## config.mk

```make
export PLATFORM = sky130hd
export DESIGN_NAME = rmp_queue
export DESIGN_NICKNAME = d
export VERILOG_FILES = /design/src/rtl/rmp_pkg.sv /design/src/rtl/rmp_queue.sv
export VERILOG_INCLUDE_DIRS = /design/src /design/src/rtl
export SDC_FILE = /design/constraint.sdc
export NUM_CORES = 1
export LEC_CHECK = 0
export BUFFER_PORTS_ARGS = -buffer_cell sky130_fd_sc_hd__buf_2
export CAP_MARGIN = 10
export CORE_UTILIZATION = 56
export DETAILED_ROUTE_END_ITERATION = 10
export PLACE_DENSITY = 0.75
export SETUP_SLACK_MARGIN = 0.05
export SLEW_MARGIN = 40
export SYNTH_ARGS = -nofsm -noshare
export SYNTH_HDL_FRONTEND = slang
export SYNTH_SLANG_ARGS = --single-unit
export TNS_END_PERCENT = 5
```

## constraint.sdc

```tcl
create_clock -name clk -period 2.3 [get_ports clk]
set_input_delay 0.345 -clock clk [delete_from_list [all_inputs] [get_ports clk]]
set_output_delay 0.345 -clock clk [all_outputs]
set_load 0.02 [all_outputs]
```

## src/rtl/rgb_max_pool_2x2_assert.svh

```systemverilog
// Assertion macros for the 2x2 max pooling block.
// Used by rtl modules that carry concurrent checks; expects clk and rst_n in scope.
`ifndef RGB_MAX_POOL_2X2_ASSERT_SVH
`define RGB_MAX_POOL_2X2_ASSERT_SVH

// Check that a condition holds at every clock edge out of reset.
`define RMP_ASSERT_ALWAYS(lbl, cond, msg) \
    lbl: assert property (@(posedge clk) disable iff (!rst_n) (cond)) else $error(msg);

// Check that an antecedent implies a consequent in the next cycle.
`define RMP_ASSERT_NEXT(lbl, ante, cons, msg) \
    lbl: assert property (@(posedge clk) disable iff (!rst_n) (ante) |=> (cons)) else $error(msg);

// Check that an antecedent implies a consequent in the same cycle.
`define RMP_ASSERT_SAME(lbl, ante, cons, msg) \
    lbl: assert property (@(posedge clk) disable iff (!rst_n) (ante) |-> (cons)) else $error(msg);

`endif

```

## src/rtl/rmp_pkg.sv

```systemverilog
// Package for the 2x2 max pooling block: payload types, queue op and constants.
// No dependencies; imported by every rtl module of the block.
package rmp_pkg;

    localparam int MAX_WIDTH  = 2048;
    localparam int LINE_DEPTH = MAX_WIDTH / 2;
    localparam int LINE_AW    = $clog2(LINE_DEPTH);
    localparam int COL_W      = $clog2(MAX_WIDTH);
    localparam int CFG_W      = 12;
    localparam int QDEPTH     = 4;
    localparam int QAW        = $clog2(QDEPTH);
    localparam int QCW        = $clog2(QDEPTH + 1);

    localparam logic [CFG_W-1:0] WIDTH_RESET = CFG_W'(640);
    localparam logic [CFG_W-1:0] WIDTH_MIN   = CFG_W'(2);
    localparam logic [CFG_W-1:0] WIDTH_MAX   = CFG_W'(MAX_WIDTH);
    localparam logic [7:0]       ALPHA_VALUE = 8'd255;

    typedef struct packed {
        logic [7:0] red_in;
        logic [7:0] green_in;
        logic [7:0] blue_in;
        logic       frame_start;
    } pixel_in_t;

    typedef struct packed {
        logic [7:0] red_out;
        logic [7:0] green_out;
        logic [7:0] blue_out;
        logic [7:0] alpha_out;
    } pixel_out_t;

    typedef struct packed {
        logic [7:0] r;
        logic [7:0] g;
        logic [7:0] b;
    } rgb_t;

    // One line buffer access: store a pair maximum, or read and emit.
    typedef struct packed {
        logic               emit;
        logic [LINE_AW-1:0] idx;
        rgb_t               pm;
    } op_t;

    typedef struct packed {
        logic full;
        logic empty;
    } q_status_t;

    function automatic logic [7:0] chan_max(input logic [7:0] a, input logic [7:0] b);
        return (a > b) ? a : b;
    endfunction

    function automatic rgb_t rgb_max(input rgb_t a, input rgb_t b);
        rgb_t m;
        m.r = chan_max(a.r, b.r);
        m.g = chan_max(a.g, b.g);
        m.b = chan_max(a.b, b.b);
        return m;
    endfunction

endpackage

```

## src/rtl/rmp_queue.sv

```systemverilog
// Short op queue between front and back ends.
// Depends on rmp_pkg and the assertion macro header.
`include "rgb_max_pool_2x2_assert.svh"

module rmp_queue
    import rmp_pkg::*;
(
    input  logic      clk,
    input  logic      rst_n,
    input  logic      push,
    input  op_t       push_op,
    input  logic      pop,
    output op_t       pop_op,
    output q_status_t status
);

    op_t            slot_reg [QDEPTH];
    logic [QAW-1:0] wr_ptr_reg, wr_ptr_next;
    logic [QAW-1:0] rd_ptr_reg, rd_ptr_next;
    logic [QCW-1:0] count_reg, count_next;

    assign status.full  = (count_reg == QCW'(QDEPTH));
    assign status.empty = (count_reg == '0);
    assign pop_op       = slot_reg[rd_ptr_reg];

    always_comb
    begin
        wr_ptr_next = push ? wr_ptr_reg + QAW'(1) : wr_ptr_reg;
        rd_ptr_next = pop ? rd_ptr_reg + QAW'(1) : rd_ptr_reg;
        count_next  = count_reg;
        if (push && !pop)
            count_next = count_reg + QCW'(1);
        else if (pop && !push)
            count_next = count_reg - QCW'(1);
    end

    always_ff @(posedge clk or negedge rst_n)
    begin
        if (!rst_n)
        begin
            wr_ptr_reg <= '0;
            rd_ptr_reg <= '0;
            count_reg  <= '0;
        end
        else
        begin
            wr_ptr_reg <= wr_ptr_next;
            rd_ptr_reg <= rd_ptr_next;
            count_reg  <= count_next;
        end
    end

    always_ff @(posedge clk)
    begin
        if (push)
            slot_reg[wr_ptr_reg] <= push_op;
    end

    `RMP_ASSERT_ALWAYS(a_count_bound, count_reg <= QCW'(QDEPTH), "queue count beyond depth")
    `RMP_ASSERT_SAME(a_no_overflow, push, !status.full || pop, "push into full queue")
    `RMP_ASSERT_SAME(a_no_underflow, pop, !status.empty, "pop from empty queue")
    `RMP_ASSERT_NEXT(a_ptr_gap, push && !pop, count_reg == $past(count_reg) + QCW'(1), "count slip")

endmodule

```

# Word level (Yosys, flattened, before mapping)
# Memories as Yosys holds them, arrays and structs flattened.
# Index checks and enable logic that the tools add are counted.
# word_totals
ff_bits	7
ramBits	140
wordCells	19
memories	1
# op_classes
add_sub_neg	4
n_eq_ne	1
mux	4
reduce_logical	6
# memory_table
memory	depth	word_bits	rd	rd_clocked_by_memory_dff	write_ports	line	rtl
slot_reg	4	35	1	0	1	rmp_queue.sv:17	op_t slot_reg [QDEPTH];
# op_table
cell	n
two-way mux 3 bit	2
adder 2 x 1 -> 2 bit (second input constant)	2
adder 3 x 1 -> 3 bit (second input constant)	1
== test 3 bit (second input constant)	1
logical NOT 3 bit	1
subtractor 3 x 1 -> 3 bit (second input constant)	1
logical AND 1 bit	2
logical NOT 1 bit	2
two-way mux 1 bit	2
nonzero test 2 bit	1

# Logic depth before layout (Yosys ltp)
# depth
word_depth	4
depth_mapped	7

# Least setup slack after synthesis
# No wires, ideal clock.
# synth_path
path_type	register to register
from	register wr_ptr_reg[0]
to	memory slot_reg[2][0] (netlist bit) (enable)
setup_time_ns	0.395
arrival_time_ns	1.477
setup_slack_ns	0.427
path_stages_with_launch	4
synth_period_minus_slack_ns	1.873
cell_sequence	dfrtp_1 -> inv_1 -> ha_1 -> and2_1
# synth_lines
item	line	rtl
start: declaration	rmp_queue.sv:18	logic [QAW-1:0] wr_ptr_reg, wr_ptr_next;
start signal: assignment	rmp_queue.sv:47	wr_ptr_reg <= wr_ptr_next;
end: declaration	rmp_queue.sv:17	
# No word-level cell before the write port.

==> out/qor.txt <==
=========================================================================================
Status                                                                       finished clean
Startpoint of the most critical register-to-register path                    wr_ptr_reg[0]
Adder-cell share of the synthesized area                                           1.501%
HPWL after DPL                                                               5581 microns
Post-synthesis compound-gate area fraction                                       0.09099%
Number of buffer cells added on primary ports                                          75
Overall via count from detail_route                                                  2527
Worst endpoint data arrival time                                                  1.90 ns
Length in cells of the worst reg-to-reg path                                            4
First-pass GRT wire length                                                   14120 microns
Detailed Routing Iterations Pass 1                                                      4
Peak clock frequency supported by timing                                       0.4451 GHz
XOR/XNOR Fraction of Synth Area                                                   0.9554%
Category of the worst setup path launch point                                        flop
Clock Pin Slew Worst Setup and Hold Paths                                         0.06 ns
Mean instance size in the synthesized netlist                                 25.35 sq um
Simple-gate share of the synthesized area                                         0.8872%
Critical path class                                                          flop to output port
Transition time at the pin with the least slew margin                           0.3699 ns
Overall overflow remaining after global route                                           0
Commonest register cell after synthesis                                      sky130_fd_sc_hd__edfxtp_1
Initial DRC Count                                                                     106
CTS max path bufs                                                                       2
Proportion of register bits with asynchronous set or reset after synthesis         4.762%
Max_slew headroom                                                                  75.34%
Cell area power density                                                      1396 mW/mm^2
Max cap viols                                                                           0
Total negative slack for setup checks                                                0 ns
Final number of setup-violating endpoints                                               0
Detail-routed net length per standard cell                                   20.75 microns
Number of nets in the synthesized netlist                                             262
Number of standard cells after synthesis                                              217
Area of the placeable core                                                   0.009371 sq mm
Number of core rows                                                                    35
Hold path endpoint                                                           slot_reg[1][16]
Multiplexer share of the synthesized area                                          15.01%
Fraction of layout instances using a drive strength above 1                        48.48%
Per-cell via count in the routed design                                             5.505
Path class of the lowest-slack min-delay path                                primary input to flop
Flip-flop count of the largest register after layout                                  140
Unrepaired setup endpoints after global routing                                       yes
Number of stages on the worst hold path                                                 1
Fin. Hold Viols                                                                         0
Number of routed nets with antenna violations                                           0
Clock tree from TritonCTS                                                            done
Initial standard-cell utilization of the core                                      58.69%
I/O pin cnt                                                                            76
Die Footprint                                                                0.01022 sq mm
Number of antenna violations at the first check in global routing                       0
Total number of yosys warnings                                                          0
Total routing resource utilization after global routing                            19.82%
Die extent in y                                                              101.1 microns
Total count of max-transition violations in the final report                            0
# nets final                                                                          363
Pin count of the biggest net entering global routing                                   27
Worst clock skew                                                              0.005621 ns
Number of diodes                                                                        0
Total CTS buffers                                                                      17
FF+latch count, synth                                                                 147
Sort of element at the end of the critical path                               output port
Clock root cell                                                              sky130_fd_sc_hd__clkbuf_8
Static Leakage                                                                   2.426 nW
R2r setup slk                                                                     0.70 ns
RePlAce Congestion                                                                 0.6510
IR drop worst, VDD                                                            0.0007932 V
Final instance area                                                          0.006868 sq mm
EDFF count, synth                                                                     140
Part of the Yosys area used for sequential elements                                79.62%
Final worst path period need                                                     2.247 ns
Netlist cell types                                                                     19
Die boundary width                                                           101.1 microns
Worst skew pair latency                                                           0.51 ns
Syn Std Cell Area                                                            0.005500 sq mm
Vias in the first global route                                                       2595
H-tree depth reported by CTS                                                            4
Required time at the endpoint of the critical path                                1.96 ns
Non-filler instance count after layout                                                459
Fin crit share                                                                     97.68%
Number of inserted filler cells in the final layout                                   555
Cell area reported after detailed placement                                  0.006091 sq mm
Worst reg2reg endpoint                                                       slot_reg[0][8]
Total wire length after detailed routing                                     9526 microns
DRC errors left                                                                         0
Cell count after placement                                                            423
Dominant combinational cell family by area after synthesis                   multiplexers
Layout Area Growth over Synthesis                                                  24.86%
Clock sinks                                                                           147
Origin of the worst min-delay path                                            push_op[16]
Worst-path maximum fanout                                                               7
=========================================================================================
worst max-delay path by stage:
stage	cells past startpoint	from	slack [ns]	end
6_report	3	rd_ptr_reg[0]	0.05	pop_op[8]
5_1_grt	3	rd_ptr_reg[0]	-0.02	pop_op[9]
4_1_cts	3	rd_ptr_reg[0]	0.0009	pop_op[20]
3_5_place_dp	3	rd_ptr_reg[0]	0.36	pop_op[20]
3_3_place_gp	3	rd_ptr_reg[0]	0.37	pop_op[13]
2_1_floorplan	3	wr_ptr_reg[0]	0.43	slot_reg[2][0]
cells in the mapped netlist, types with 2 or more instances:
cell type | instances | area [sq um]
sky130_fd_sc_hd__inv_1 | 4 | 15.01
sky130_fd_sc_hd__xnor2_1 | 2 | 17.52
sky130_fd_sc_hd__nand2_1 | 2 | 7.510
sky130_fd_sc_hd__mux4_1 | 7 | 183.9
sky130_fd_sc_hd__mux4_2 | 28 | 630.6
sky130_fd_sc_hd__edfxtp_1 | 140 | 4204
sky130_fd_sc_hd__xor2_1 | 4 | 35.03
sky130_fd_sc_hd__and2_1 | 4 | 25.02
sky130_fd_sc_hd__buf_2 | 4 | 20.02
sky130_fd_sc_hd__ha_1 | 5 | 62.56
sky130_fd_sc_hd__buf_12 | 3 | 60.06
sky130_fd_sc_hd__dfrtp_1 | 7 | 175.2
layer usage:
| metal | global-route usage, % | routed length (microns) | part of all wire (%) | vias to the layer above |
|---|---|---|---|---|
| met5 | 0 | 0 | 0 | - |
| met4 | 6.800 | 66 | 0.69 | 0 |
| met3 | 7.004 | 604 | 6.3 | 6 |
| met2 | 32.76 | 4911 | 52 | 101 |
| met1 | 24.62 | 3943 | 41 | 1303 |
| li1 | - | - | - | 1117 |
repair_timing:
item                                    in CTS  in global routing
hold buffers                                 1                  0
gates cloned                                 0                  1
buffers inserted                             2                  1
endpoints found under the setup margin      32                 32
hold endpoints to repair                     7                  0
resized for setup                            2                 54
where the power goes:
group	leakage [nW]	total, mW	switching (mW)	internal, mW
clock network	0.269	2.66	1.02	1.64
registers	1.37	3.76	0.236	3.52
logic	0.790	3.17	1.59	1.58
total	2.43	9.59	2.85	6.74
cell families after synthesis:
family / after synthesis
compound gates: 1
xor+xnor: 6
fa+ha+maj: 6
buf+inv: 12
flops: 147
mux: 36
simple gates: 9
cell type report:
cell class              count  area, sq um  area share [%]
clock buffers              17        414.1           6.030
repair buffers             90        729.5           10.62
flip-flops and latches    147         4387           63.87
well taps                 129        161.4           2.350
clock inverters            14        163.9           2.387
inverters                   4        15.01          0.2186
multi-input cells          58        997.2           14.52
cell usage in the layout, fill, tap and decap left out, drive strengths merged, types with 2 or more instances in the layout:
cell type    n
bufinv       3
and2         4
clkinv       5
buf         88
clkinvlp     5
clkbuf      18
xnor2        2
nand2        2
mux4        35
xor2         4
dfrtp        7
inv          5
ha           5
edfxtp     140
critical path: stages, from the launching register on:
cell                      delay (ns)
sky130_fd_sc_hd__dfrtp_4        0.53
sky130_fd_sc_hd__buf_12         0.17
sky130_fd_sc_hd__mux4_2         0.52
sky130_fd_sc_hd__buf_2          0.18
per-stage QoR:
step,hold slack [ns],worst slack (ns),total power [mW],util (%)
floorplan,0.04941,0.4273,5.657,-
detailed placement,0.1858,0.3599,6.487,64.99
CTS,0.02088,0.0008662,9.195,71.48
global route,0.02880,-0.02373,9.983,73.28
global placement,0.1861,0.3704,6.430,64.99
finish,0.04993,0.05335,9.590,73.28
(Power assumes the default switching activity.)
