[src/rtl/rgb_max_pool_2x2_assert.svh]
// Assertion macros for the 2x2 max pooling block.
// Used by rtl modules that carry concurrent checks; expects clk and rst_n in scope.
`ifndef RGB_MAX_POOL_2X2_ASSERT_SVH
`define RGB_MAX_POOL_2X2_ASSERT_SVH

// Check that a condition holds at every clock edge out of reset.
`define RMP_ASSERT_ALWAYS(lbl, cond, msg) \
    lbl: assert property (@(posedge clk) disable iff (!rst_n) (cond)) else $error(msg);

// Check that an antecedent implies a consequent in the next cycle.
`define RMP_ASSERT_NEXT(lbl, ante, cons, msg) \
    lbl: assert property (@(posedge clk) disable iff (!rst_n) (ante) |=> (cons)) else $error(msg);

// Check that an antecedent implies a consequent in the same cycle.
`define RMP_ASSERT_SAME(lbl, ante, cons, msg) \
    lbl: assert property (@(posedge clk) disable iff (!rst_n) (ante) |-> (cons)) else $error(msg);

`endif

[src/rtl/rmp_pkg.sv]
// Package for the 2x2 max pooling block: payload types, queue op and constants.
// No dependencies; imported by every rtl module of the block.
package rmp_pkg;

    localparam int MAX_WIDTH  = 2048;
    localparam int LINE_DEPTH = MAX_WIDTH / 2;
    localparam int LINE_AW    = $clog2(LINE_DEPTH);
    localparam int COL_W      = $clog2(MAX_WIDTH);
    localparam int CFG_W      = 12;
    localparam int QDEPTH     = 4;
    localparam int QAW        = $clog2(QDEPTH);
    localparam int QCW        = $clog2(QDEPTH + 1);

    localparam logic [CFG_W-1:0] WIDTH_RESET = CFG_W'(640);
    localparam logic [CFG_W-1:0] WIDTH_MIN   = CFG_W'(2);
    localparam logic [CFG_W-1:0] WIDTH_MAX   = CFG_W'(MAX_WIDTH);
    localparam logic [7:0]       ALPHA_VALUE = 8'd255;

    typedef struct packed {
        logic [7:0] red_in;
        logic [7:0] green_in;
        logic [7:0] blue_in;
        logic       frame_start;
    } pixel_in_t;

    typedef struct packed {
        logic [7:0] red_out;
        logic [7:0] green_out;
        logic [7:0] blue_out;
        logic [7:0] alpha_out;
    } pixel_out_t;

    typedef struct packed {
        logic [7:0] r;
        logic [7:0] g;
        logic [7:0] b;
    } rgb_t;

    // One line buffer access: store a pair maximum, or read and emit.
    typedef struct packed {
        logic               emit;
        logic [LINE_AW-1:0] idx;
        rgb_t               pm;
    } op_t;

    typedef struct packed {
        logic full;
        logic empty;
    } q_status_t;

    function automatic logic [7:0] chan_max(input logic [7:0] a, input logic [7:0] b);
        return (a > b) ? a : b;
    endfunction

    function automatic rgb_t rgb_max(input rgb_t a, input rgb_t b);
        rgb_t m;
        m.r = chan_max(a.r, b.r);
        m.g = chan_max(a.g, b.g);
        m.b = chan_max(a.b, b.b);
        return m;
    endfunction

endpackage

[src/rtl/rmp_front.sv]
// Front end: width register, row/column tracking and pair maximum.
// Depends on rmp_pkg; issues line buffer ops into rmp_queue.
module rmp_front
    import rmp_pkg::*;
(
    input  logic             clk,
    input  logic             rst_n,
    input  logic             cfg_wr_en,
    input  logic [CFG_W-1:0] cfg_wr_data,
    input  logic             in_valid,
    output logic             in_ready,
    input  pixel_in_t        in_data,
    input  q_status_t        q_status,
    output logic             push,
    output op_t              push_op
);

    logic [CFG_W-1:0] width_reg;
    logic [COL_W-1:0] col_reg, col_next;
    logic             odd_reg, odd_next;
    rgb_t             held_reg, held_next;

    logic [CFG_W-1:0] len;
    logic [CFG_W-1:0] pairs_end;
    logic [COL_W-1:0] col_cur;
    logic             odd_cur;
    logic [CFG_W-1:0] col_inc;
    logic             accept;
    logic             in_pairs;
    rgb_t             pix;

    assign in_ready = !q_status.full;
    assign accept   = in_valid && in_ready;

    always_comb
    begin
        if (width_reg < WIDTH_MIN)
            len = WIDTH_MIN;
        else if (width_reg > WIDTH_MAX)
            len = WIDTH_MAX;
        else
            len = width_reg;
        pairs_end = {len[CFG_W-1:1], 1'b0};
    end

    always_comb
    begin
        pix.r = in_data.red_in;
        pix.g = in_data.green_in;
        pix.b = in_data.blue_in;

        // frame start restarts at column 0 of an even row
        col_cur = in_data.frame_start ? '0 : col_reg;
        odd_cur = in_data.frame_start ? 1'b0 : odd_reg;

        in_pairs = ({1'b0, col_cur} < pairs_end);
        col_inc  = {1'b0, col_cur} + CFG_W'(1);

        held_next = held_reg;
        col_next  = col_reg;
        odd_next  = odd_reg;
        push      = 1'b0;

        push_op.emit = odd_cur;
        push_op.idx  = col_cur[COL_W-1:1];
        push_op.pm   = rgb_max(held_reg, pix);

        if (accept)
        begin
            if (in_pairs && !col_cur[0])
                held_next = pix;
            push = in_pairs && col_cur[0];
            if (col_inc >= len)
            begin
                col_next = '0;
                odd_next = !odd_cur;
            end
            else
            begin
                col_next = col_inc[COL_W-1:0];
                odd_next = odd_cur;
            end
        end
    end

    always_ff @(posedge clk or negedge rst_n)
    begin
        if (!rst_n)
        begin
            width_reg <= WIDTH_RESET;
            col_reg   <= '0;
            odd_reg   <= 1'b0;
            held_reg  <= '0;
        end
        else
        begin
            if (cfg_wr_en)
                width_reg <= cfg_wr_data;
            col_reg  <= col_next;
            odd_reg  <= odd_next;
            held_reg <= held_next;
        end
    end

endmodule

[config.mk]
export PLATFORM = sky130hd
export DESIGN_NAME = rmp_front
export DESIGN_NICKNAME = d
export VERILOG_FILES = /design/src/rtl/rgb_max_pool_2x2_assert.svh /design/src/rtl/rmp_pkg.sv /design/src/rtl/rmp_front.sv
export SDC_FILE = /design/constraint.sdc
export NUM_CORES = 1
export LEC_CHECK = 0
export BUFFER_PORTS_ARGS = -buffer_cell sky130_fd_sc_hd__buf_2
export CORE_AREA = 3 3 129 131
export CTS_CLUSTER_DIAMETER = 100
export DETAILED_ROUTE_END_ITERATION = 12
export DIE_AREA = 0 0 132 134
export GPL_TIMING_DRIVEN = 1
export PLACE_DENSITY = 0.51
export SLEW_MARGIN = 10
export SYNTH_ARGS = -nofsm -noshare
export SYNTH_HDL_FRONTEND = slang
export SYNTH_SLANG_ARGS = --single-unit
[constraint.sdc]
create_clock -name clk -period 3.43 [get_ports clk]
set_clock_uncertainty 0.15 [all_clocks]
set_input_delay 0.343 -clock clk [delete_from_list [all_inputs] [get_ports clk]]
set_output_delay 0.343 -clock clk [all_outputs]
set_load 0.005 [all_outputs]
* After elaboration in Yosys (flattened, before gate mapping) *
Index checks and enable logic that the tools add are counted.

word-level totals
  bits in registers = 48
  word-level logic and storage cells = 31

cells by class
  add/sub/neg operators = 1
  magnitude comparators = 7
  mux-type cells = 10
  reductions and logical operators = 7

operator list
  operator                                              number
  > comparator 8 bit                                    3
  two-way mux 12 bit                                    2
  two-way mux 8 bit                                     3
  two-way mux 11 bit                                    2
  adder 11 x 1 -> 12 bit (second input constant)        1
  greater-or-equal comparator 12 bit                    1
  > comparator 12 bit (second input constant)           1
  < comparator 11 x 12 -> 1 bit                         1
  < comparator 12 x 2 -> 1 bit (second input constant)  1
  logical AND 1 bit                                     3
  zero test 1 bit                                       3
  two-way mux 1 bit                                     3
  AND reduction 2 bit                                   1

* Longest topological paths before layout *
Gate-level depths: netlist of the first run.

  depth in word-level cells = 6
  gate-level depth with buffers = 13
  gate-level depth less buffers = 13

* Least setup slack after synthesis of the first run *
Ideal clock, no wire load.

  path type = register to register
  from = reg width_reg[8]
  to = reg held_reg[10] in the netlist's numbering
  setup time = 125 ps
  arrival = 2,673 ps
  setup slack = 482 ps
  cell stages (with the launch flop) = 12
  path buffers = 1
  period minus slack after synthesis = 2,948 ps
  cells stage by stage = dfrtp_1 > nor4_2 > nand3_2 > o31ai_1 > nand2_1 > ha_1 > a211oi_1 > o21ai_0 > a32oi_2 > nand3b_4 > buf_6 > mux2_4

on the way
  cells in the longest elaborated chain, start to end = 6
  elaborated cells between the ends (all ways) = 7
  those cells by class = order compare: 3; mux: 2; reduce/logical: 2

RTL lines
  item                                    line              text
  start, declared                         rmp_front.sv:18   logic [CFG_W-1:0] width_reg;
  start signal, assigned                  rmp_front.sv:98   width_reg <= cfg_wr_data;
  > comparator 12 bit                     rmp_front.sv:39   else if (width_reg > WIDTH_MAX)
  two-way mux 12 bit                      rmp_front.sv:39
  two-way mux 12 bit *                    rmp_front.sv:37   if (width_reg < WIDTH_MIN)
  < comparator 11 x 12 -> 1 bit *         rmp_front.sv:56   in_pairs = ({1'b0, col_cur} < pairs_end);
  logical AND 1 bit *                     rmp_front.sv:70   if (in_pairs && !col_cur[0])
  AND reduction 2 bit (no source line) *  n/a
  end signal, assigned                    rmp_front.sv:101  held_reg <= held_next;
  end, declared                           rmp_front.sv:21   rgb_t held_reg, held_next;

Every way passes the cells marked *; elsewhere a longest branch is shown, timed or not.
A chain may end at the register's enable or synchronous reset.

* Worst setup path in the final report of the first run *
  from = reg width_reg[8]
  to = out push

on the way
  cells in the longest elaborated chain, start to end = 6
  elaborated cells between the ends (all ways) = 7
  those cells by class = order compare: 3; mux: 3; reduce/logical: 1

RTL lines
  item                             line             text
  > comparator 12 bit              rmp_front.sv:39
  two-way mux 12 bit               rmp_front.sv:39
  two-way mux 12 bit *             rmp_front.sv:37
  < comparator 11 x 12 -> 1 bit *  rmp_front.sv:56
  logical AND 1 bit *              rmp_front.sv:72  push = in_pairs && col_cur[0];
  two-way mux 1 bit *              rmp_front.sv:68  if (accept)
  end, declared                    rmp_front.sv:14  output logic push,

Marks and branches as above.

==> results.md, run 1 <==
- Run status: finished clean
- End of the critical path: push
- Clock slew at the register clock pins of the worst setup and hold paths: approximately 0.060 ns
- Number of top-level pins: 80
- Final non-filler cell total: 776
- R2R cell count: 13
- Cell family with the largest share of critical-path delay: compound AO/OA/AOI/OAI gates
- Post-Route Setup TNS: 0 ns
- GPL Wtd Cong: just under 0.9
- Fmax: around 0.31 GHz
- Flip-flop count of the largest register after layout: 24
- Kind of launch point of the worst setup path: flip-flop
- Cell count after synthesis: 475
- Clock sink count: between 40 and 50
- Number of warnings reported in the yosys synthesis log: 0
- Dominant combinational cell family by area after synthesis: simple AND/OR/NAND/NOR gates
- Leakage power figure: approximately 2.5 nW
- Cell at the slowest stage of the critical path: dfrtp_1
- Detailed-route DRC error count: 0
- Area enclosed by the die boundary: roughly 18000 µm²
- H-tree depth: 2
- Mux share of post-synthesis cell area: 0.1079
- Core region area: approximately 16000 µm²
- Routed Antenna Nets: 0
- CTS Root Cell: clkbuf_16
- RSZ-0062 raised after global routing: no
- Unique masters post-synth: 53
- Critical path class: flip-flop to output port
- Final cycle utilization of the critical path: 0.9450
- Antenna diode count: 0
- Source-to-sink clock delay at the later pin of the worst-skew pair: 0.30 ns
- Syn_nets: ~560
- Combined area of all synthesized cells: around 4400 µm²
- GRT Total Usage: 0.1379
- Capture point of the worst reg-to-reg path: col_reg[9]
- Signal arrival time at the worst endpoint: around 2.8 ns
- Die width: ~130 µm
- Buffers and inverters on the worst path: 2
- PnR worst setup slack: between 0.15 and 0.2 ns
- DP Worst Slack: about 0.21 ns
- First-pass iteration count of the detailed router: 6
- Synth Area in Adders: 0.1323
- Synth area leaders: dfrtp_1 (26%), ha_1 (13%), mux2_4 (6.9%), a221oi_1 (4.8%), o2111ai_1 (4.8%)
- Detailed-route vias per instance: between 5 and 6
- Simple-gate portion of the synthesized area: 0.2373
- Post-synth top flop: dfrtp_1
- Total gr overflow: 0
- Clock period minus worst slack: between 3 and 4 ns
- DP Cell Count: approximately 770
- Number of design-rule violations left by the first detailed-router iteration: 244
- Sequential Area: between 1000 and 1500 µm²
- Total count of max-transition violations in the final report: 0
- Number of global-route vias before repair: slightly above 4000
- Total power density per cell area: approximately 450 nW/µm²
- Share of synthesized area occupied by flip-flops and latches: 0.2767
- DPL Wire Length: slightly above 9000 µm
- Starting density of the core: 0.2769
- Final net count: about 650
- Cell-by-cell trace of the critical path: nor4_2 -> nand3_2 -> o31ai_1 -> buf_4 -> nand2_1 -> ha_1 -> a211oi_1 -> o21ai_0 -> a32oi_2 -> and3_2 -> buf_2
- Number of antenna violations at the first check in global routing: 0
- Count of state elements after synthesis: between 40 and 50
- Clock tree from TritonCTS: built
- Worst supply voltage drop on vdd: ~180 µV
- First-pass GRT wire length: approximately 20000 µm
- Launching element of the worst setup path: width_reg[8]
- IO buf count: a little under 80
- Leading cell type in the layout, fill and taps excluded: buf_2
- Biggest fanout along the worst timing path: 4
- Placed Area: approximately 5000 µm²
- Sort of element at the end of the critical path: output port
- Chip height: 134 µm
- Average cell area after synthesis: a little over 9 µm²
- Proportion of layout cells with a drive suffix above 1: 0.2768
- Wire length reported by the detailed router: 12500 µm
- Most used cells in the layout excluding fill and tap cells: buf_2 (78), ha_1 (46), dfrtp_1 (46)
- Count of endpoints failing setup in the final report: 0
- Worst min path class: input port to flip-flop
- Number of synthesized flops with an enable pin: 0
- Syn-to-layout area delta: 20.56%
- Via count: 4138
- Synthesized-area fraction occupied by xor and xnor cells: 0.01812
- Fillers: 1643
- Total power consumption of the routed design: 2.355 mW
- Worst slew slack as a fraction of its limit: 0.5048
- Share of synthesized registers carrying an async set or reset: 1.000
- R2R setup slack: 0.29 ns
- Routed wirelength normalized by instance count: between 15 and 20 µm
- Critical path required time: ~3 ns
- Worst flop-to-flop path startpoint: col_reg[1]
- Area of all placed cells without fillers: around 5200 µm²
- Total clock buffers created by CTS: 5
- Final hold vios: 0
- Placement Rows: between 40 and 50
- Share of the synthesized area in the top cell type: 0.2646
- Measured slew at the worst slew-check pin: roughly 0.74 ns
- Dominant cell type by area after synthesis: dfrtp_1
- Worst-case clock buffer depth: 2
- Multi-input gate area in the final layout: slightly below 3000 µm²
- Number of violations of the max-capacitance limit: 0
- Path length in cells of the critical path: 11
- Max stage delay on crit path: roughly 0.40 ns
- Compound-cell area share of the yosys netlist: 0.1786
- Maximum number of pins on one net before global-route repair: 31
-- synthesized netlist by cell type, types with 20 or more instances --
cell type and number:
dfrtp_1 46, ha_1 46, nand2_1 33, nand4_1 31
inv_1 30, nand3_1 30, and3_1 28, a221oi_1 24
o2111ai_1 24, nor2_1 22, mux2_4 20
-- stage by stage --
step	hold slack (ns)	util
floorplan	-0.1026	-
global placement	0.3059	0.3212
detailed placement	0.3210	0.3212
CTS	0.1123	0.3322
global route	0.1220	0.3338
finish	0.1265	0.3338
-- cells by family after synthesis --
family | Yosys count
flip-flops | 48
adder cells (fa/ha/maj) | 46
buffers and inverters | 51
multiplexers | 35
AND/OR/NAND/NOR | 186
XOR/XNOR | 9
AO/OA/AOI/OAI | 100
-- worst min-delay path by stage --
stage,from,to,depth (start not counted)
floorplan,rst_n,col_reg[0],0
global placement,col_reg[10],col_reg[10],2
detailed placement,rst_n,col_reg[8],1
CTS,cfg_wr_data[4],width_reg[4],2
global route,cfg_wr_data[4],width_reg[4],2
finish,cfg_wr_data[11],width_reg[11],3
-- timing repair --
action | 4_1_cts | 5_1_grt
setup buffers | 0 | 2
endpoints found under the setup margin | 0 | 4
hold buffers | 1 | 0
hold endpoints to repair | 13 | 0
gates resized for setup | 0 | 2
-- worst reg2reg max path: stages (launching register included) --
cell and delay, ns:
dfrtp_1 0.36, nor2b_1 0.18, ha_1 0.23, nand4_1 0.16, nor3_1 0.37, and3_1 0.23
xnor2_1 0.14, inv_1 0.07, ha_1 0.32, nand2_1 0.07, o21a_1 0.18, o21ai_0 0.14
buf_4 0.17, o41ai_1 0.26
-- cell type report --
type	instances	share of cell area
inverter	31	0.02219
tap	216	0.05153
sequential	48	0.2295
clock buffer	6	0.02457
multi-input combinational	376	0.5611
clock inverter	2	0.006679
timing repair buffer	97	0.1045
-- report_power, final --
part / internal (mW) / switching (mW)
clock: 0.344 / 0.231
sequential: 0.651 / 0.0960
combinational: 0.476 / 0.557
total: 1.47 / 0.884
-- metal layers --
| layer | track usage | wire length, µm | share of wire |
|---|---|---|---|
| met1 | 0.1706 | 5551 | 0.44 |
| met2 | 0.2389 | 6092 | 0.49 |
| met3 | 0.03188 | 620 | 0.050 |
| met4 | 0.04259 | 231 | 0.018 |
| met5 | 0 | 0 | 0 |
Note: power is estimated with default switching activity, not from simulation.
==> run 2, diff against run 1 <==
==> constraint.sdc (replaced) <==
create_clock -name clk -period 3.4 [get_ports clk]
set_clock_uncertainty 0.15 [all_clocks]
set_input_delay 0.34 -clock clk [delete_from_list [all_inputs] [get_ports clk]]
set_output_delay 0.34 -clock clk [all_outputs]
set_load 0.005 [all_outputs]
==> results.md, run 2 (synthesis gave the netlist of run 1 again) <==
- IO buf count: 78 (unchanged)
- Multi-input gate area in the final layout: 2962 µm² (+0.64%)
- Via count: 4159 (+0.51%)
- Number of violations of the max-capacitance limit: 0 (unchanged)
- Worst min path class: input port to flip-flop
- Worst slew slack as a fraction of its limit: 0.4689 (-0.03585)
- Maximum number of pins on one net before global-route repair: 31 (unchanged)
- Fillers: 1647 (+0.24%)
- Flip-flop count of the largest register after layout: 24 (unchanged)
- R2R cell count: 13 (unchanged)
- Hold Path Depth: 2 (-1)
- Detailed-route vias per instance: 5.346 (+0.25%)
- Length of routed wiring on met1: 5614 µm (+1.1%)
- First-pass GRT wire length: 20510 µm (+1.6%)
- Detailed-route DRC error count: 0 (unchanged)
- Critical path required time: 2.91 ns (-0.03 ns)
- Total gr overflow: 0 (unchanged)
- DP Cell Count: 767 (+0.26%)
- Number of top-level pins: 80 (unchanged)
- Clock slew at the register clock pins of the worst setup and hold paths: 0.07 ns (about the same)
- Final net count: 650 (+0.31%)
- Fmax: around 0.31 GHz
- GRT Total Usage: 0.1402 (+0.002307)
- Number of antenna violations at the first check in global routing: 0 (unchanged)
- Chip height: 134 µm (unchanged)
- Clock period minus worst slack: 3.184 ns
- Leakage power figure: 2.544 nW (+0.90%)
- Number of global-route vias before repair: 4139 (+1.9%)
- Clock tree from TritonCTS: built
- Worst supply voltage drop on vdd: 177.3 µV (-1.6%)
- Routed wirelength normalized by instance count: 15.97 µm (-0.85%)
- Measured slew at the worst slew-check pin: 0.7883 ns (+0.04545 ns)
- Antenna diode count: 0 (unchanged)
- Total count of max-transition violations in the final report: 0 (unchanged)
- Area of all placed cells without fillers: 5304 µm² (+1.1%)
- Biggest fanout along the worst timing path: 4 (unchanged)
- Die width: 132 µm (unchanged)
- Count of endpoints failing setup in the final report: 0 (unchanged)
- H-tree depth: 2 (unchanged)
- Final standard cell utilization of the core: 0.3376 (+0.003743)
- Kind of launch point of the worst setup path: flip-flop
- PnR worst setup slack: 0.2162 ns (+0.02768 ns)
- Core region area: 15710 µm² (unchanged)
- Sort of element at the end of the critical path: output port
- Source-to-sink clock delay at the later pin of the worst-skew pair: 0.30 ns (about the same)
- Highest routed metal layer: met4
- Post-Route Setup TNS: 0 ns (unchanged)
- Placement Rows: 46 (unchanged)
- Final hold vios: 0 (unchanged)
- DP Worst Slack: 0.06607 ns (-0.1404 ns)
- First-pass iteration count of the detailed router: 4 (-2)
- Leading cell type in the layout, fill and taps excluded: buf_2
- Syn-to-layout area delta: 21.92%
- DPL Wire Length: 9310 µm (+1.7%)
- Critical path class: flip-flop to output port
- Routed length on met3: 503 µm (-19%)
- Total power consumption of the routed design: 2.448 mW (+4.0%)
- Placed Area: 5061 µm² (+0.30%)
- Met2 WL post-DR: 5979 µm (-1.9%)
- Total power density per cell area: 461.6 nW/µm² (+2.8%)
- CTS Root Cell: clkbuf_16
- Worst slack on hold paths: 0.1209 ns (-0.005590 ns)
- Total clock buffers created by CTS: 5 (unchanged)
- Wire length reported by the detailed router: 12420 µm (-0.59%)
- Clock sink count: 48 (unchanged)
- Number of design-rule violations left by the first detailed-router iteration: 242 (-0.82%)
- Proportion of layout cells with a drive suffix above 1: 0.2829 (+0.006132)
- Sequential Area: 1204 µm² (unchanged)
- Signal arrival time at the worst endpoint: 2.69 ns (-0.06 ns)
- Most used cells in the layout excluding fill and tap cells: buf_2 (78), ha_1 (46), dfrtp_1 (46)
- Routed Antenna Nets: 0 (unchanged)
- Final non-filler cell total: 778 (+0.26%)
- Run status: finished clean
- Worst-case clock buffer depth: 2 (unchanged)
- Area enclosed by the die boundary: 17690 µm² (unchanged)
- Starting density of the core: 0.2769 (unchanged)
- Final cycle utilization of the critical path: 0.9364
- GPL Wtd Cong: 0.8603 (-0.55%)
run 2: final cells by class:
type	count	share of cell area
inverters	31	0.02194
multi-input cells	376	0.5584
flip-flops and latches	48	0.2269
well taps	216	0.05096
repair buffers	99	0.1062
clock buffers	6	0.02430
clock inverters	2	0.01132
run 2: worst max-delay path, cell delays in order, from the launching register on:
cell	delay, ns
dfrtp_1	0.42
nor4_4	0.27
nand3_2	0.11
o31ai_2	0.18
buf_4	0.15
nand2_1	0.09
ha_1	0.30
o21ai_0	0.09
a211oi_1	0.32
a32oi_2	0.10
and3_2	0.25
buf_2	0.13
run 2: final timing paths:
kind / startpoint / end / slack, ns
setup / recovery: width_reg[8] / push / 0.22
hold / removal: cfg_wr_data[9] / width_reg[9] / 0.12
setup reg to reg: col_reg[0] / col_reg[3] / 0.28
hold reg to reg: col_reg[10] / col_reg[10] / 0.36
max in group asynchronous: rst_n / width_reg[7] / 1.78
min in group asynchronous: rst_n / odd_reg / 0.50
run 2: power breakdown:
group | switching, mW | leakage (nW) | internal [mW]
registers | 0.0997 | 0.584 | 0.657
logic | 0.560 | 1.87 | 0.484
clock network | 0.225 | 0.0911 | 0.422
run 2: timing repair:
action | CTS | global route
resized for setup | 0 | 6
endpoints found under the setup margin | 0 | 11
hold buffers | 1 | 0
hold endpoints to repair | 17 | 0
setup buffers | 0 | 2
run 2: routing by layer:
metal,vias to the layer above,track usage
met3,25,0.02888
li1,2014,-
met5,-,0
met4,0,0.05484
met1,2014,0.1791
met2,106,0.2332
==> run 3, diff against run 2 <==
--- a/config.mk
+++ b/config.mk
@@ -6,12 +6,12 @@
 export NUM_CORES = 1
 export LEC_CHECK = 0
 export BUFFER_PORTS_ARGS = -buffer_cell sky130_fd_sc_hd__buf_2
-export CORE_AREA = 3 3 129 131
+export CORE_AREA = 3 3 103 105
 export CTS_CLUSTER_DIAMETER = 100
 export DETAILED_ROUTE_END_ITERATION = 12
-export DIE_AREA = 0 0 132 134
+export DIE_AREA = 0 0 106 108
 export GPL_TIMING_DRIVEN = 1
-export PLACE_DENSITY = 0.51
+export PLACE_DENSITY = 0.71
 export SLEW_MARGIN = 10
 export SYNTH_ARGS = -nofsm -noshare
 export SYNTH_HDL_FRONTEND = slang
==> results.md, run 3 (synthesis gave the netlist of run 1 again) <==
- Sort of element at the end of the critical path: output port
- Met1 demand-to-capacity share in global routing: 0.2456 (+0.06657)
- Clock sink count: 48 (unchanged)
- Chip height: 108 µm (-19%)
- GPL Wtd Cong: 0.8747 (+1.7%)
- Starting density of the core: 0.4471 (+0.1703)
- Detailed-route DRC error count: 0 (unchanged)
- Critical path required time: 2.91 ns (about the same)
- Total clock buffers created by CTS: 5 (unchanged)
- Maximum number of pins on one net before global-route repair: 49 (+58%)
- Via count: 4095 (-1.5%)
- Die width: 106 µm (-20%)
- Source-to-sink clock delay at the later pin of the worst-skew pair: 0.30 ns (about the same)
- Launching element of the worst setup path: width_reg[8]
- Clock tree from TritonCTS: built
- Count of endpoints failing setup in the final report: 0 (unchanged)
- Run status: finished clean
- Leading cell type in the layout, fill and taps excluded: buf_2
- First-pass iteration count of the detailed router: 4 (unchanged)
- Worst flop-to-flop path startpoint: width_reg[8]
- Capture point of the worst reg-to-reg path: held_reg[21]
- Number of design-rule violations left by the first detailed-router iteration: 198 (-18%)
- Total count of max-transition violations in the final report: 0 (unchanged)
- Final standard cell utilization of the core: 0.5246 (+0.1870)
- Clock slew at the register clock pins of the worst setup and hold paths: 0.09 ns (+0.02 ns)
- Detailed-route vias per instance: 5.935 (+11%)
- R2R setup slack: 0.23 ns (-0.05 ns)
- Final hold vios: 0 (unchanged)
- Proportion of layout cells with a drive suffix above 1: 0.2765 (-0.006437)
- Antenna diode count: 0 (unchanged)
- Number of global-route vias before repair: 3922 (-5.2%)
- Number of antenna violations at the first check in global routing: 0 (unchanged)
- Leakage power figure: 2.490 nW (-2.1%)
- Flip-flop count of the largest register after layout: 24 (unchanged)
- Hold Path Depth: 3 (+1)
- Number of top-level pins: 80 (unchanged)
- Core region area: 9729 µm² (-38%)
- Worst slack on hold paths: 0.1004 ns (-0.02056 ns)
- Global-route track usage on met2: 0.3420 (+0.1088)
- Worst slew slack as a fraction of its limit: 0.4683 (-0.0006230)
- Global-route layer with the greatest usage: met2
- R2R cell count: 12 (-1)
- Most used cells in the layout excluding fill and tap cells: buf_2 (78), ha_1 (46), dfrtp_1 (46)
- Syn-to-layout area delta: 17.31%
- Post-Route Setup TNS: 0 ns (unchanged)
- GRT Total Usage: 0.1910 (+0.05080)
- Worst min path class: input port to flip-flop
- Critical path class: flip-flop to output port
- Biggest fanout along the worst timing path: 4 (unchanged)
- Final cycle utilization of the critical path: 0.9471 (+0.01072)
- Kind of launch point of the worst setup path: flip-flop
- Worst-case clock buffer depth: 2 (unchanged)
- Routed Antenna Nets: 0 (unchanged)
- Hold-critical path endpoint: width_reg[11]
- Hold path startpoint: cfg_wr_data[11]
- IO buf count: 78 (unchanged)
- Clock period minus worst slack: 3.220 ns (+0.03643 ns)
- Total power consumption of the routed design: 2.178 mW (-11%)
- Routed wirelength normalized by instance count: 15.79 µm (-1.1%)
- Measured slew at the worst slew-check pin: 0.7892 ns (+0.0009239 ns)
- Wire length reported by the detailed router: 10900 µm (-12%)
- First-pass GRT wire length: 18310 µm (-11%)
- DPL Wire Length: 8268 µm (-11%)
- Signal arrival time at the worst endpoint: 2.73 ns (+0.04 ns)
- Number of violations of the max-capacitance limit: 0 (unchanged)
- Fmax: 0.3105 GHz (-1.1%)
- RSZ-0062 raised after global routing: no
- Total gr overflow: 0 (unchanged)
- Placement Rows: 36 (-22%)
- H-tree depth: 2 (unchanged)
- CTS Root Cell: clkbuf_8
- Total power density per cell area: 426.7 nW/µm² (-7.6%)
- Met3 demand-to-capacity share in global routing: 0.02328 (-0.005599)
- Final net count: 645 (-0.77%)
- Worst supply voltage drop on vdd: 206.8 µV (+17%)
- Area enclosed by the die boundary: 11450 µm² (-35%)
run 3: critical path, cell delays in order, from the launching register on:
cell,delay [ns]
dfrtp_1,0.43
nor4_4,0.29
nand3_2,0.14
o31ai_4,0.24
nand2_1,0.14
ha_1,0.31
a211oi_1,0.20
o21ai_0,0.16
a32oi_2,0.21
and3_2,0.21
buf_2,0.11
run 3: power breakdown:
group	total (mW)	internal [mW]	switching, mW
clock	0.411	0.219	0.193
sequential	0.758	0.656	0.101
combinational	1.01	0.479	0.530
total	2.18	1.35	0.824
run 3: worst max path at each step:
stage                        end  depth (start not counted)
CTS                         push                         10
floorplan           held_reg[10]                         11
global placement     held_reg[4]                         11
finish                      push                         10
detailed placement  held_reg[14]                         11
global route                push                         10
run 3: metrics by stage:
| step | cell area [µm²] | cells | worst slack [ns] |
|---|---|---|---|
| 5_1_grt | 5104 | 690 | 0.01681 |
| 3_5_place_dp | 4912 | 678 | 0.05859 |
| 4_1_cts | 5034 | 686 | 0.01611 |
| 3_3_place_gp | 4912 | 678 | 0.1669 |
| 6_report | 5104 | 690 | 0.1798 |
| 2_1_floorplan | 4350 | 475 | 0.4519 |
run 3: final cells by class:
class / instances / area [µm²]
clock buffers: 6 / 72.57
well taps: 133 / 166.4
clock inverters: 2 / 35.03
inverters: 31 / 116.4
repair buffers: 94 / 538.0
fillers: 928 / 4626
flip-flops and latches: 48 / 1204
multi-input cells: 376 / 2972
run 3: per-layer routing:
| layer | share of wire | wire [µm] | vias up |
|---|---|---|---|
| met1 | 0.45 | 4880 | 1987 |
| li1 | - | - | 1997 |
| met3 | 0.039 | 426 | 4 |
| met2 | 0.51 | 5526 | 107 |
| met5 | 0 | 0 | - |
| met4 | 0.0059 | 64 | 0 |
run 3: repair_timing:
action / CTS / global route
endpoints found under the hold margin: 0 / 10
endpoints found under the setup margin: 1 / 4
pin swaps: 0 / 2
hold buffers: 0 / 1
resized for setup: 2 / 4
setup buffers: 0 / 2
